===== src/rtl/bfb_pkg.sv =====
package bfb_pkg;

    localparam int GRID_PIXELS = 64;
    localparam int PIX_W       = 6;
    localparam int STORE_DEPTH = 2 ** PIX_W;
    localparam int CH_W        = 8;
    localparam int TIME_W      = 32;
    localparam int FIFO_DEPTH  = 4;
    localparam int FIFO_AW     = $clog2(FIFO_DEPTH);
    localparam int CFG_IDX_W   = 2;
    localparam int CFG_DATA_W  = 32;
    localparam int S_TDATA_W   = 40;
    localparam int M_TDATA_W   = 32;

    localparam logic [CFG_IDX_W-1:0] REG_FADE_STEP        = 2'd0;
    localparam logic [CFG_IDX_W-1:0] REG_PUBLISH_INTERVAL = 2'd1;
    localparam logic [CFG_IDX_W-1:0] REG_INVERT_BITS      = 2'd2;

    localparam logic CMD_PUSH_BIT = 1'b0;
    localparam logic CMD_CLEAR    = 1'b1;

    typedef enum logic [1:0]
    {
        PHASE_RED   = 2'd0,
        PHASE_GREEN = 2'd1,
        PHASE_BLUE  = 2'd2
    } bfb_phase_t;

    typedef struct packed
    {
        logic [CH_W-1:0] blue;
        logic [CH_W-1:0] green;
        logic [CH_W-1:0] red;
    } bfb_rgb_t;

    typedef struct packed
    {
        logic             wr;
        logic [PIX_W-1:0] addr;
        bfb_rgb_t         rgb;
        logic             clr;
        logic             pub;
        logic [CH_W-1:0]  fade;
    } bfb_op_t;

    function automatic logic [CH_W-1:0] fade_one(input logic [CH_W-1:0] v,
                                                 input logic [CH_W-1:0] f);
        return (v > f) ? CH_W'(v - f) : '0;
    endfunction

endpackage


===== src/rtl/bfb_front.sv =====
module bfb_front
(
    input  logic                          clk,
    input  logic                          rst_n,
    input  logic                          in_valid,
    output logic                          in_ready,
    input  logic                          cmd,
    input  logic                          raw_bit,
    input  logic [bfb_pkg::TIME_W-1:0]    now_time,
    input  logic [bfb_pkg::CH_W-1:0]      fade_step,
    input  logic [bfb_pkg::TIME_W-1:0]    publish_interval,
    input  logic                          invert_bits,
    input  logic                          q_full,
    output logic                          q_push,
    output bfb_pkg::bfb_op_t              q_op
);

    logic [7:0]                       shift_byte_reg, shift_byte_next;
    logic [2:0]                       bits_held_reg, bits_held_next;
    bfb_pkg::bfb_phase_t              phase_reg, phase_next;
    logic [bfb_pkg::CH_W-1:0]         held_red_reg, held_red_next;
    logic [bfb_pkg::CH_W-1:0]         held_green_reg, held_green_next;
    logic [bfb_pkg::PIX_W-1:0]        cursor_reg, cursor_next;
    logic [bfb_pkg::TIME_W-1:0]       last_pub_reg, last_pub_next;
    logic                             dirty_reg, dirty_next;

    logic                             accept;
    logic                             bit_in;
    logic [7:0]                       byte_in;
    logic                             need;
    logic                             elapsed;
    logic [bfb_pkg::TIME_W-1:0]       since;

    assign in_ready = !q_full;
    assign accept   = in_valid && in_ready;
    assign bit_in   = raw_bit ^ invert_bits;
    assign byte_in  = {shift_byte_reg[6:0], bit_in};
    assign since    = now_time - last_pub_reg;
    assign elapsed  = (last_pub_reg == '0) || (since >= publish_interval);

    always_comb
    begin
        shift_byte_next = shift_byte_reg;
        bits_held_next  = bits_held_reg;
        phase_next      = phase_reg;
        held_red_next   = held_red_reg;
        held_green_next = held_green_reg;
        cursor_next     = cursor_reg;
        last_pub_next   = last_pub_reg;
        dirty_next      = dirty_reg;
        need            = 1'b0;
        q_op            = '0;
        if (accept)
        begin
            if (cmd == bfb_pkg::CMD_CLEAR)
            begin
                q_op.clr      = 1'b1;
                q_op.pub      = 1'b1;
                last_pub_next = now_time;
                dirty_next    = 1'b0;
            end
            else
            begin
                if (bits_held_reg == 3'd7)
                begin
                    shift_byte_next = '0;
                    bits_held_next  = '0;
                    case (phase_reg)
                        bfb_pkg::PHASE_RED:
                        begin
                            held_red_next = byte_in;
                            phase_next    = bfb_pkg::PHASE_GREEN;
                        end
                        bfb_pkg::PHASE_GREEN:
                        begin
                            held_green_next = byte_in;
                            phase_next      = bfb_pkg::PHASE_BLUE;
                        end
                        default:
                        begin
                            q_op.wr        = 1'b1;
                            q_op.addr      = cursor_reg;
                            q_op.rgb.red   = held_red_reg;
                            q_op.rgb.green = held_green_reg;
                            q_op.rgb.blue  = byte_in;
                            dirty_next     = 1'b1;
                            phase_next     = bfb_pkg::PHASE_RED;
                            cursor_next    = (cursor_reg == bfb_pkg::PIX_W'(bfb_pkg::GRID_PIXELS - 1))
                                             ? '0 : cursor_reg + 1'b1;
                        end
                    endcase
                end
                else
                begin
                    shift_byte_next = byte_in;
                    bits_held_next  = bits_held_reg + 1'b1;
                end
                need = (fade_step == '0) ? dirty_next : (dirty_next || (last_pub_reg != '0));
                if (need && elapsed)
                begin
                    q_op.pub      = 1'b1;
                    q_op.fade     = fade_step;
                    last_pub_next = now_time;
                    dirty_next    = 1'b0;
                end
            end
        end
    end

    assign q_push = accept && (q_op.wr || q_op.pub);

    always_ff @(posedge clk or negedge rst_n)
    begin
        if (!rst_n)
        begin
            shift_byte_reg <= '0;
            bits_held_reg  <= '0;
            phase_reg      <= bfb_pkg::PHASE_RED;
            held_red_reg   <= '0;
            held_green_reg <= '0;
            cursor_reg     <= '0;
            last_pub_reg   <= '0;
            dirty_reg      <= 1'b0;
        end
        else
        begin
            shift_byte_reg <= shift_byte_next;
            bits_held_reg  <= bits_held_next;
            phase_reg      <= phase_next;
            held_red_reg   <= held_red_next;
            held_green_reg <= held_green_next;
            cursor_reg     <= cursor_next;
            last_pub_reg   <= last_pub_next;
            dirty_reg      <= dirty_next;
        end
    end

endmodule


===== src/rtl/bfb_fifo.sv =====
module bfb_fifo
(
    input  logic              clk,
    input  logic              rst_n,
    input  logic              push,
    input  bfb_pkg::bfb_op_t  push_op,
    output logic              full,
    input  logic              pop,
    output logic              not_empty,
    output bfb_pkg::bfb_op_t  head_op
);

    bfb_pkg::bfb_op_t                 entry_reg [bfb_pkg::FIFO_DEPTH];
    logic [bfb_pkg::FIFO_AW-1:0]      wr_ptr_reg, wr_ptr_next;
    logic [bfb_pkg::FIFO_AW-1:0]      rd_ptr_reg, rd_ptr_next;
    logic [bfb_pkg::FIFO_AW:0]        count_reg, count_next;

    assign full      = (count_reg == (bfb_pkg::FIFO_AW+1)'(bfb_pkg::FIFO_DEPTH));
    assign not_empty = (count_reg != '0);
    assign head_op   = entry_reg[rd_ptr_reg];

    always_comb
    begin
        wr_ptr_next = push ? wr_ptr_reg + 1'b1 : wr_ptr_reg;
        rd_ptr_next = pop ? rd_ptr_reg + 1'b1 : rd_ptr_reg;
        count_next  = count_reg + (bfb_pkg::FIFO_AW+1)'(push) - (bfb_pkg::FIFO_AW+1)'(pop);
    end

    always_ff @(posedge clk)
    begin
        if (push)
        begin
            entry_reg[wr_ptr_reg] <= push_op;
        end
    end

    always_ff @(posedge clk or negedge rst_n)
    begin
        if (!rst_n)
        begin
            wr_ptr_reg <= '0;
            rd_ptr_reg <= '0;
            count_reg  <= '0;
        end
        else
        begin
            wr_ptr_reg <= wr_ptr_next;
            rd_ptr_reg <= rd_ptr_next;
            count_reg  <= count_next;
        end
    end

    a_no_overflow: assert property (@(posedge clk) disable iff (!rst_n)
        push |-> !full)
        else $error("queue written while full");

    a_no_underflow: assert property (@(posedge clk) disable iff (!rst_n)
        pop |-> not_empty)
        else $error("queue read while empty");

    a_count_bound: assert property (@(posedge clk) disable iff (!rst_n)
        count_reg <= (bfb_pkg::FIFO_AW+1)'(bfb_pkg::FIFO_DEPTH))
        else $error("queue count out of range");

endmodule


===== src/rtl/bfb_back.sv =====
module bfb_back
(
    input  logic                          clk,
    input  logic                          rst_n,
    input  logic                          op_valid,
    input  bfb_pkg::bfb_op_t              op,
    output logic                          op_pop,
    output logic                          out_valid,
    input  logic                          out_ready,
    output logic [bfb_pkg::PIX_W-1:0]     out_index,
    output bfb_pkg::bfb_rgb_t             out_rgb,
    output logic                          out_last
);

    typedef enum logic [1:0]
    {
        ST_IDLE,
        ST_READ,
        ST_WRITE
    } state_t;

    state_t                               state_reg, state_next;
    logic [bfb_pkg::PIX_W-1:0]            idx_reg, idx_next;
    logic [bfb_pkg::CH_W-1:0]             fade_reg, fade_next;
    logic [bfb_pkg::STORE_DEPTH-1:0]      valid_reg, valid_next;
    logic                                 out_valid_reg, out_valid_next;
    logic [bfb_pkg::PIX_W-1:0]            out_index_reg, out_index_next;
    bfb_pkg::bfb_rgb_t                    out_rgb_reg, out_rgb_next;
    logic                                 out_last_reg, out_last_next;

    bfb_pkg::bfb_rgb_t                    store [bfb_pkg::STORE_DEPTH];
    bfb_pkg::bfb_rgb_t                    rd_data_reg;
    logic                                 rd_ok_reg;
    bfb_pkg::bfb_rgb_t                    cur_pix;
    bfb_pkg::bfb_rgb_t                    faded;
    logic                                 mem_we;
    logic [bfb_pkg::PIX_W-1:0]            mem_addr;
    bfb_pkg::bfb_rgb_t                    mem_wdata;
    logic                                 is_last;

    assign cur_pix     = rd_ok_reg ? rd_data_reg : '0;
    assign faded.red   = bfb_pkg::fade_one(cur_pix.red, fade_reg);
    assign faded.green = bfb_pkg::fade_one(cur_pix.green, fade_reg);
    assign faded.blue  = bfb_pkg::fade_one(cur_pix.blue, fade_reg);
    assign is_last     = (idx_reg == bfb_pkg::PIX_W'(bfb_pkg::GRID_PIXELS - 1));

    always_comb
    begin
        state_next     = state_reg;
        idx_next       = idx_reg;
        fade_next      = fade_reg;
        valid_next     = valid_reg;
        out_valid_next = out_valid_reg && !out_ready;
        out_index_next = out_index_reg;
        out_rgb_next   = out_rgb_reg;
        out_last_next  = out_last_reg;
        op_pop         = 1'b0;
        mem_we         = 1'b0;
        mem_addr       = op.addr;
        mem_wdata      = op.rgb;
        case (state_reg)
            ST_IDLE:
            begin
                if (op_valid)
                begin
                    op_pop = 1'b1;
                    if (op.clr)
                    begin
                        valid_next = '0;
                    end
                    if (op.wr)
                    begin
                        mem_we               = 1'b1;
                        valid_next[op.addr]  = 1'b1;
                    end
                    if (op.pub)
                    begin
                        state_next = ST_READ;
                        idx_next   = '0;
                        fade_next  = op.fade;
                    end
                end
            end
            ST_READ:
            begin
                if (!out_valid_reg || out_ready)
                begin
                    state_next = ST_WRITE;
                end
            end
            ST_WRITE:
            begin
                mem_we               = 1'b1;
                mem_addr             = idx_reg;
                mem_wdata            = faded;
                valid_next[idx_reg]  = 1'b1;
                out_valid_next       = 1'b1;
                out_index_next       = idx_reg;
                out_rgb_next         = faded;
                out_last_next        = is_last;
                if (is_last)
                begin
                    state_next = ST_IDLE;
                end
                else
                begin
                    idx_next   = idx_reg + 1'b1;
                    state_next = ST_READ;
                end
            end
            default:
            begin
                state_next = ST_IDLE;
            end
        endcase
    end

    always_ff @(posedge clk)
    begin
        if (mem_we)
        begin
            store[mem_addr] <= mem_wdata;
        end
        rd_data_reg <= store[idx_reg];
    end

    always_ff @(posedge clk or negedge rst_n)
    begin
        if (!rst_n)
        begin
            state_reg     <= ST_IDLE;
            idx_reg       <= '0;
            fade_reg      <= '0;
            valid_reg     <= '0;
            rd_ok_reg     <= 1'b0;
            out_valid_reg <= 1'b0;
            out_index_reg <= '0;
            out_rgb_reg   <= '0;
            out_last_reg  <= 1'b0;
        end
        else
        begin
            state_reg     <= state_next;
            idx_reg       <= idx_next;
            fade_reg      <= fade_next;
            valid_reg     <= valid_next;
            rd_ok_reg     <= valid_reg[idx_reg];
            out_valid_reg <= out_valid_next;
            out_index_reg <= out_index_next;
            out_rgb_reg   <= out_rgb_next;
            out_last_reg  <= out_last_next;
        end
    end

    assign out_valid = out_valid_reg;
    assign out_index = out_index_reg;
    assign out_rgb   = out_rgb_reg;
    assign out_last  = out_last_reg;

    a_slot_free: assert property (@(posedge clk) disable iff (!rst_n)
        (state_reg == ST_WRITE) |-> !out_valid_reg)
        else $error("pixel loaded over an untaken result");

    a_last_index: assert property (@(posedge clk) disable iff (!rst_n)
        (out_valid_reg && out_last_reg) |->
            (out_index_reg == bfb_pkg::PIX_W'(bfb_pkg::GRID_PIXELS - 1)))
        else $error("frame end on wrong pixel");

    a_no_pop_in_sweep: assert property (@(posedge clk) disable iff (!rst_n)
        (state_reg != ST_IDLE) |-> !op_pop)
        else $error("command taken during frame sweep");

endmodule


===== src/rtl/bitstream_rgb_frame_buffer_core.sv =====
// Path: a publishing item enters the queue at its transfer edge; when the sweep unit is idle it
// pops the item, then reads each pixel and registers its faded value onto m_tvalid and m_tdata.
// Throughput: one input item per cycle while the four-entry command queue has room;
// the sweep unit handles a published frame one pixel at a time, each in a read state and then
// a fade-and-write-back state on a pixel store with one write and one read port, waiting on m_tready.
// Async reset (rst_n) clears all control state; the store reads black through per-pixel valid bits.
module bitstream_rgb_frame_buffer_core
(
    input  logic                              clk,
    input  logic                              rst_n,
    input  logic                              s_tvalid,
    output logic                              s_tready,
    input  logic [bfb_pkg::S_TDATA_W-1:0]     s_tdata,   // raw_bit, now_time, zero pad
    input  logic                              s_tuser,   // cmd
    output logic                              m_tvalid,
    input  logic                              m_tready,
    output logic [bfb_pkg::M_TDATA_W-1:0]     m_tdata,   // pixel_index, red, green, blue, zero pad
    output logic                              m_tlast,
    input  logic                              cfg_valid,
    output logic                              cfg_ready,
    input  logic [bfb_pkg::CFG_IDX_W-1:0]     cfg_index,
    input  logic [bfb_pkg::CFG_DATA_W-1:0]    cfg_data
);

    logic [bfb_pkg::CH_W-1:0]         fade_step_reg;
    logic [bfb_pkg::TIME_W-1:0]       publish_interval_reg;
    logic                             invert_bits_reg;

    logic                             q_full;
    logic                             q_push;
    bfb_pkg::bfb_op_t                 q_in_op;
    logic                             q_pop;
    logic                             q_not_empty;
    bfb_pkg::bfb_op_t                 q_head_op;
    logic [bfb_pkg::PIX_W-1:0]        pixel_index;
    bfb_pkg::bfb_rgb_t                pixel_rgb;

    assign cfg_ready = 1'b1;

    always_ff @(posedge clk or negedge rst_n)
    begin
        if (!rst_n)
        begin
            fade_step_reg        <= '0;
            publish_interval_reg <= '0;
            invert_bits_reg      <= 1'b0;
        end
        else if (cfg_valid && cfg_ready)
        begin
            case (cfg_index)
                bfb_pkg::REG_FADE_STEP:        fade_step_reg        <= cfg_data[bfb_pkg::CH_W-1:0];
                bfb_pkg::REG_PUBLISH_INTERVAL: publish_interval_reg <= cfg_data[bfb_pkg::TIME_W-1:0];
                bfb_pkg::REG_INVERT_BITS:      invert_bits_reg      <= cfg_data[0];
                default:
                begin
                end
            endcase
        end
    end

    bfb_front u_front
    (
        .clk              (clk),
        .rst_n            (rst_n),
        .in_valid         (s_tvalid),
        .in_ready         (s_tready),
        .cmd              (s_tuser),
        .raw_bit          (s_tdata[0]),
        .now_time         (s_tdata[bfb_pkg::TIME_W:1]),
        .fade_step        (fade_step_reg),
        .publish_interval (publish_interval_reg),
        .invert_bits      (invert_bits_reg),
        .q_full           (q_full),
        .q_push           (q_push),
        .q_op             (q_in_op)
    );

    bfb_fifo u_fifo
    (
        .clk       (clk),
        .rst_n     (rst_n),
        .push      (q_push),
        .push_op   (q_in_op),
        .full      (q_full),
        .pop       (q_pop),
        .not_empty (q_not_empty),
        .head_op   (q_head_op)
    );

    bfb_back u_back
    (
        .clk       (clk),
        .rst_n     (rst_n),
        .op_valid  (q_not_empty),
        .op        (q_head_op),
        .op_pop    (q_pop),
        .out_valid (m_tvalid),
        .out_ready (m_tready),
        .out_index (pixel_index),
        .out_rgb   (pixel_rgb),
        .out_last  (m_tlast)
    );

    assign m_tdata = {2'b00, pixel_rgb.blue, pixel_rgb.green, pixel_rgb.red, pixel_index};

endmodule

===== config.mk =====
export PLATFORM = sky130hd
export DESIGN_NAME = bitstream_rgb_frame_buffer_core
export DESIGN_NICKNAME = d
export VERILOG_FILES = /design/src/rtl/bfb_pkg.sv /design/src/rtl/bfb_front.sv /design/src/rtl/bfb_fifo.sv /design/src/rtl/bfb_back.sv /design/src/rtl/bitstream_rgb_frame_buffer_core.sv
export SDC_FILE = /design/constraint.sdc
export NUM_CORES = 2
export LEC_CHECK = 0
export BUFFER_PORTS_ARGS = -buffer_cell sky130_fd_sc_hd__buf_2
export CELL_PAD_IN_SITES_DETAIL_PLACEMENT = 0
export CELL_PAD_IN_SITES_GLOBAL_PLACEMENT = 1
export CORE_MARGIN = 5
export CORE_UTILIZATION = 28
export CTS_BUF_LIST = sky130_fd_sc_hd__clkbuf_4 sky130_fd_sc_hd__clkbuf_8 sky130_fd_sc_hd__clkbuf_16
export CTS_CLUSTER_DIAMETER = 120
export DETAILED_ROUTE_END_ITERATION = 6
export GPL_ROUTABILITY_DRIVEN = 0
export PLACE_DENSITY_LB_ADDON = 0.1
export SKIP_CTS_REPAIR_TIMING = 1
export SYNTH_ARGS = -nofsm -noshare
export SYNTH_HDL_FRONTEND = slang
export SYNTH_SLANG_ARGS = --single-unit

===== constraint.sdc =====
create_clock -name clk -period 6.2 [get_ports clk]
set_input_delay 1.24 -clock clk [delete_from_list [all_inputs] [get_ports clk]]
set_output_delay 1.24 -clock clk [all_outputs]
set_load 0.01 [all_outputs]

Word-level counts from Yosys, hierarchy flattened
Memories as Yosys holds them, arrays and structs flattened. A register that Yosys moved wholly into a read port is not among the register bits.
Cells that the tools add are included.

operators by class
  $add $sub $neg = 11
  equal/unequal tests = 13
  bitwise operators = 5
  order comparisons = 8
  muxes and demuxes = 58
  reductions and logical operators = 36

operators by type and width
  cell                                                                   count
  64-bit two-way mux                                                     5
  64-bit OR                                                              2
  64-bit case mux with 2 select lines                                    1
  31-bit two-way mux                                                     3
  32-bit two-way mux                                                     2
  24-bit two-way mux                                                     2
  41-bit two-way mux                                                     1
  32-bit >= comparator                                                   1
  32-bit logical NOT                                                     1
  8-bit two-way mux                                                      4
  32-bit nonzero test                                                    1
  32-bit subtractor                                                      1
  6-bit two-way mux                                                      5
  8-bit > comparator                                                     3
  8-bit subtractor                                                       3
  1-bit two-way mux                                                      22
  4-bit AND reduction                                                    4
  6-bit by 7-bit < comparator with 1-bit output, second input constant   2
  6-bit by 1-bit adder with 6-bit output, second input constant          2
  1-bit demux with 6-bit select                                          2
  6-bit == test, second input constant                                   2
  6-bit by 1-bit >= comparator with 1-bit output, second input constant  2
  6-bit case mux with 2 select lines                                     1
  2-bit AND reduction                                                    6
  28 further kinds                                                       53

storage, ports and cells
  RAM bits = 1,700
  memories = 2
  register bits after elaboration = 228
  output and inout bits = 36
  word-level logic and storage cells = 158
  input port bits = 80

memories
  memory            words  width  read ports  clocked after Yosys merged registers in  wr ports  line            source
  u_back.store      64     24     1           1                                        1         bfb_back.sv:31  bfb_pkg::bfb_rgb_t store [bfb_pkg::STORE_DEPTH];
  u_fifo.entry_reg  4      41     1           0                                        1         bfb_fifo.sv:13  bfb_pkg::bfb_op_t entry_reg [bfb_pkg::FIFO_DEPTH];

Depth between registers and ports, before layout
  depth after elaboration = 16
  mapped depth = 26
  depth with buffers taken out = 26

Cells and area by module
A second synthesis with hierarchy kept.

second synthesis, totals
  cell total of the unflattened synthesis = 4,987
  area total of the unflattened synthesis = 80,484.7 um^2

by module, submodules not included
  module                           cells each  instances  area an instance (um^2)
  bfb_back                         3,841       1          65,988.3
  bfb_front                        804         1          6,537.5
  bfb_fifo                         249         1          6,361.1
  bitstream_rgb_frame_buffer_core  93          1          1,597.8

Least setup slack after synthesis
OpenSTA, ideal clock, no wires.

  path type = input port to flip-flop
  start point = in s_tdata[1] (netlist name)
  end point = mem u_fifo.entry_reg[0][0] (netlist name), enable pin
  required time = 5.798 ns
  slack = -0.210 ns
  data arrival time = 6.008 ns
  stages on the path = 18
  path buffers = 0
  cells stage by stage = inv_1 > ha_1 > inv_1 > fa_1 > a21o_1 > a221oi_2 > a21o_2 > nor3_2 > or4_4 > a2111oi_4 > o311a_1 > nor3_2 > xnor2_1 > ha_1 > nand4_1 > o41a_1 > o211ai_1 > and3_1

on the way
  word-level cells in the longest chain between the ends = 11

RTL lines
  item                                     line                                   source
  start: declaration                       bitstream_rgb_frame_buffer_core.sv:13  input logic [bfb_pkg::S_TDATA_W-1:0] s_tdata,
  32-bit subtractor                        bfb_front.sv:38                        assign since = now_time - last_pub_reg;
  32-bit >= comparator                     bfb_front.sv:39                        assign elapsed = (last_pub_reg == '0) || (since >= publish_interval);
  1-bit logical OR                         bfb_front.sv:39
  1-bit logical AND                        bfb_front.sv:99                        if (need && elapsed)
  9-bit two-way mux                        bfb_front.sv:99
  1-bit two-way mux                        bfb_front.sv:55                        if (cmd == bfb_pkg::CMD_CLEAR)
  41-bit two-way mux                       bfb_front.sv:53                        if (accept)
  1-bit logical OR                         bfb_front.sv:110                       assign q_push = accept && (q_op.wr || q_op.pub);
  1-bit logical AND                        bfb_front.sv:110
  1-bit two-way mux                        bfb_fifo.sv:31                         if (push)
  1-bit two-way mux (not written as such)  bfb_fifo.sv:33                         entry_reg[wr_ptr_reg] <= push_op;
  end: declaration                         bfb_fifo.sv:13

No other way between the ends.

Worst setup path in the final report
  start point = in s_tdata[1] (netlist name)
  end point = reg u_fifo.count_reg[2] (netlist name)

on the way
  word-level cells in the longest chain between the ends = 11

RTL lines
  item                                         line              source
  32-bit subtractor                            bfb_front.sv:38
  32-bit >= comparator                         bfb_front.sv:39
  1-bit logical OR                             bfb_front.sv:39
  1-bit logical AND                            bfb_front.sv:99
  9-bit two-way mux                            bfb_front.sv:99
  1-bit two-way mux                            bfb_front.sv:55
  41-bit two-way mux                           bfb_front.sv:53
  1-bit logical OR                             bfb_front.sv:110
  1-bit logical AND                            bfb_front.sv:110
  3-bit by 1-bit adder with 3-bit output       bfb_fifo.sv:26    count_next = count_reg + (bfb_pkg::FIFO_AW+1)'(push) - (bfb_pkg::FIFO_AW+1)'(pop);
  3-bit by 1-bit subtractor with 3-bit output  bfb_fifo.sv:26
  named net u_fifo.count_next (one bit)        bfb_fifo.sv:16    logic [bfb_pkg::FIFO_AW:0] count_reg, count_next;
  end signal: assignment                       bfb_fifo.sv:49    count_reg <= count_next;
  end: declaration                             bfb_fifo.sv:16

The timed path passes the listed nets, and every way through them passes these cells.
A chain may end at the register's enable or synchronous reset.

==> impl_metrics.json <==
{
  "outcome": "complete, no violations",
  "timing.rr.end": "u_fifo.count_reg[2]$_DFF_PN0_",
  "synth_area_um2": 76500,
  "cp_max_fo": 3,
  "yosysUniqueCellTypes": 72,
  "syn_to_final_growth_pct": 18.5,
  "antenna_found_initial": 22,
  "clockBufferDepth": 4,
  "max_slew_margin": 0.0512,
  "setup.worst_path.end": "u_fifo.count_reg[2]$_DFF_PN0_",
  "synth_edf_count": 1700,
  "hold_viol": 0,
  "htreeDepth": 4,
  "layout_common_cells": "edfxtp_1, a22oi_1, buf_4",
  "place_hpwl_um": 164000,
  "grt_max_degree": 99,
  "cts.reportedPaths.clkPinSlew_ns": 0.06,
  "utilization": 0.332,
  "setup_ws_ns": 0.326,
  "fin_nets": 5308,
  "synth_top_area_cell": "edfxtp_1",
  "startpoint_type": "input port",
  "remaining_drc_errors": 0,
  "cp.arrival_ns": 6.62,
  "dr.pass1.iters": 7,
  "start_util": 0.280,
  "synthArstFlopShare": 0.117,
  "synthTopCellsByArea": "edfxtp_1, dfrtp_1, a22oi_1, a221oi_1, a22o_1",
  "synth_top_area_frac": 0.667,
  "regToRegSetupSlack_ns": 0.57,
  "crit_start": "s_tdata[1]",
  "ios": 116,
  "worstRegToRegCells": 22,
  "final_common_cell": "edfxtp_1",
  "postRouteWirelength_um": 279000,
  "dpl_cell_area_um2": 83300,
  "drv_slew": 0,
  "port_buffers": 105,
  "min_path_type": "in2async",
  "peakVddDrop_v": 0.000401,
  "final_antenna_net_count": 0,
  "synth-seq-cells": 1952,
  "fin_crit_sh": 0.947,
  "grt_pass1_wl_um": 387000,
  "syn_inst": 4826,
  "num_vias": 46200,
  "grt_pass1_vias": 46300,
  "crit_required_ns": 6.95,
  "cellLeakagePower_uw": 0.0303,
  "clock-sinks": 1952,
  "overflow": 0,
  "finalSetupViolCount": 0,
  "layout.cells.non_filler": 8904,
  "core_area_um2": 273000,
  "cap_violations": 0,
  "cts_tree": "done",
  "worstSetupPathType": "in2reg",
  "drtIter0Drc": 3852,
  "dp_cells": 8486,
  "pre_cts_ws_ns": -0.757,
  "skew_ns": 0.0890,
  "endpoint_kind": "flop",
  "rr_startpoint": "u_front.last_pub_reg[0]$_DFFE_PN0P_",
  "die_width_um": 533,
  "largest_reg_flops": 1536,
  "fillers": 26400,
  "rsz0062_at_grt": "false",
  "synth_flop_cell": "edfxtp_1",
  "row_count": 192,
  "stdcell_area_um2": 90700,
  "yosysSeqAreaShare": 0.748,
  "track_usage": 0.191,
  "insertion_delay_ns": 0.88,
  "yosysWarnings": 0,
  "root_buffer": "clkbuf_16",
  "finalHoldWorstSlack_ns": 0.314,
  "fmax_mhz": 170,
  "numCtsBuffers": 225,
  "avgSynthCellArea_um2": 15.9,
  "worst_slew_pin_slew_ns": 1.42,
  "p_per_area_nw_per_um2": 533,
  "die_y_um": 533,
  "period_minus_slack_ns": 5.87,
  "vias_per_cell": 5.19,
  "wl_per_cell_um": 31.4,
  "dieArea_um2": 284000,
  "layout-drive-gt1-share": 0.182
}
[synthesized netlist by cell type (all sizes together), types with 11 or more instances]
cell / number
mux2: 65
nor3b: 11
nand3: 66
a221oi: 191
nor3: 18
nor4: 15
clkbuf: 230
buf: 68
nand4: 107
dfrtp: 228
nand3b: 14
nand2: 206
xor2: 22
nor2b: 17
nor2: 225
a22o: 160
o21ai: 50
a22oi: 560
a21oi: 185
and3: 43
a31oi: 97
dfxtp: 24
edfxtp: 1700
xnor2: 30
o311ai: 32
inv: 97
ha: 97
and2: 72
a21o: 29
o21a: 17
mux4: 41
a211oi: 24
[worst min path at each step]
stage                                                        to  slack, ns  cells after the start
final                       u_front.held_red_reg[3]$_DFFE_PN0P_       0.31                      1
after detailed placement      u_front.cursor_reg[4]$_DFFE_PN0P_       0.45                      1
after global placement        u_front.cursor_reg[4]$_DFFE_PN0P_       0.45                      1
after CTS                 u_front.held_green_reg[6]$_DFFE_PN0P_       0.31                      1
after global routing      u_front.held_green_reg[6]$_DFFE_PN0P_       0.34                      1
after floorplan               u_front.cursor_reg[4]$_DFFE_PN0P_       0.44                      1
[kinds of logic (layout without fill, tap and decap cells)]
| logic type | after synthesis | in the layout | synth area share |
|---|---|---|---|
| simple gates | 818 | 818 | 0.0523 |
| fa+ha+maj | 102 | 102 | 0.0172 |
| xor+xnor | 52 | 52 | 0.00595 |
| flops | 1952 | 1952 | 0.748 |
| other cells | 2 | 18 | 0.0000981 |
| mux | 107 | 107 | 0.0218 |
| buf+inv | 396 | 869 | 0.0196 |
| compound gates | 1397 | 1397 | 0.135 |
[worst max-delay path, stage by stage]
cell and delay, ns:
buf_2 0.10, inv_1 0.06, ha_1 0.20, inv_1 0.07
fa_1 0.39, a21o_1 0.20, a221oi_2 0.27, a21o_2 0.21
nor3_2 0.06, or4_4 0.54, a2111oi_4 0.38, o311a_1 0.21
nor3_2 0.05, xnor2_1 0.14, ha_1 0.27, nand4_1 0.11
o41a_1 0.48, o211ai_1 0.43, nand2_1 0.14, ha_1 0.30
inv_1 0.04, ha_1 0.19, fa_1 0.41, xnor2_1 0.13
[report_power, final]
part | leakage, uW | internal, uW | total [uW] | switching [uW]
combinational | 0.00806 | 4490 | 16200 | 11700
sequential | 0.0186 | 18200 | 18900 | 665
clock | 0.00363 | 7860 | 13200 | 5380
total | 0.0303 | 30600 | 48300 | 17800
[layout make-up]
type / count / area [um^2] / area share
clock inverter: 111 / 1100 / 0.0121
antenna: 15 / 37.5 / 0.000414
clock buffer: 290 / 6210 / 0.0685
inverter: 98 / 368 / 0.00406
multi-input combinational: 2479 / 18300 / 0.202
sequential: 1952 / 57200 / 0.631
tap: 3589 / 4490 / 0.0495
timing repair buffer: 370 / 2900 / 0.0320
[layer usage]
metal	global-route usage	vias to the layer above	share of wire
met1	0.266	24600	0.45
li1	-	20300	-
met5	0	-	0.000093
met4	0.0397	4	0.021
met2	0.319	1043	0.48
met3	0.0246	292	0.042
[through the flow]
step | power (uW) | setup TNS (ns)
6_report | 48300 | 0
5_1_grt | 50600 | 0
4_1_cts | 49100 | 0
3_5_place_dp | 35700 | -86.46
3_3_place_gp | 35600 | -90.70
2_1_floorplan | 27300 | 0
(Power assumes the default switching activity.)
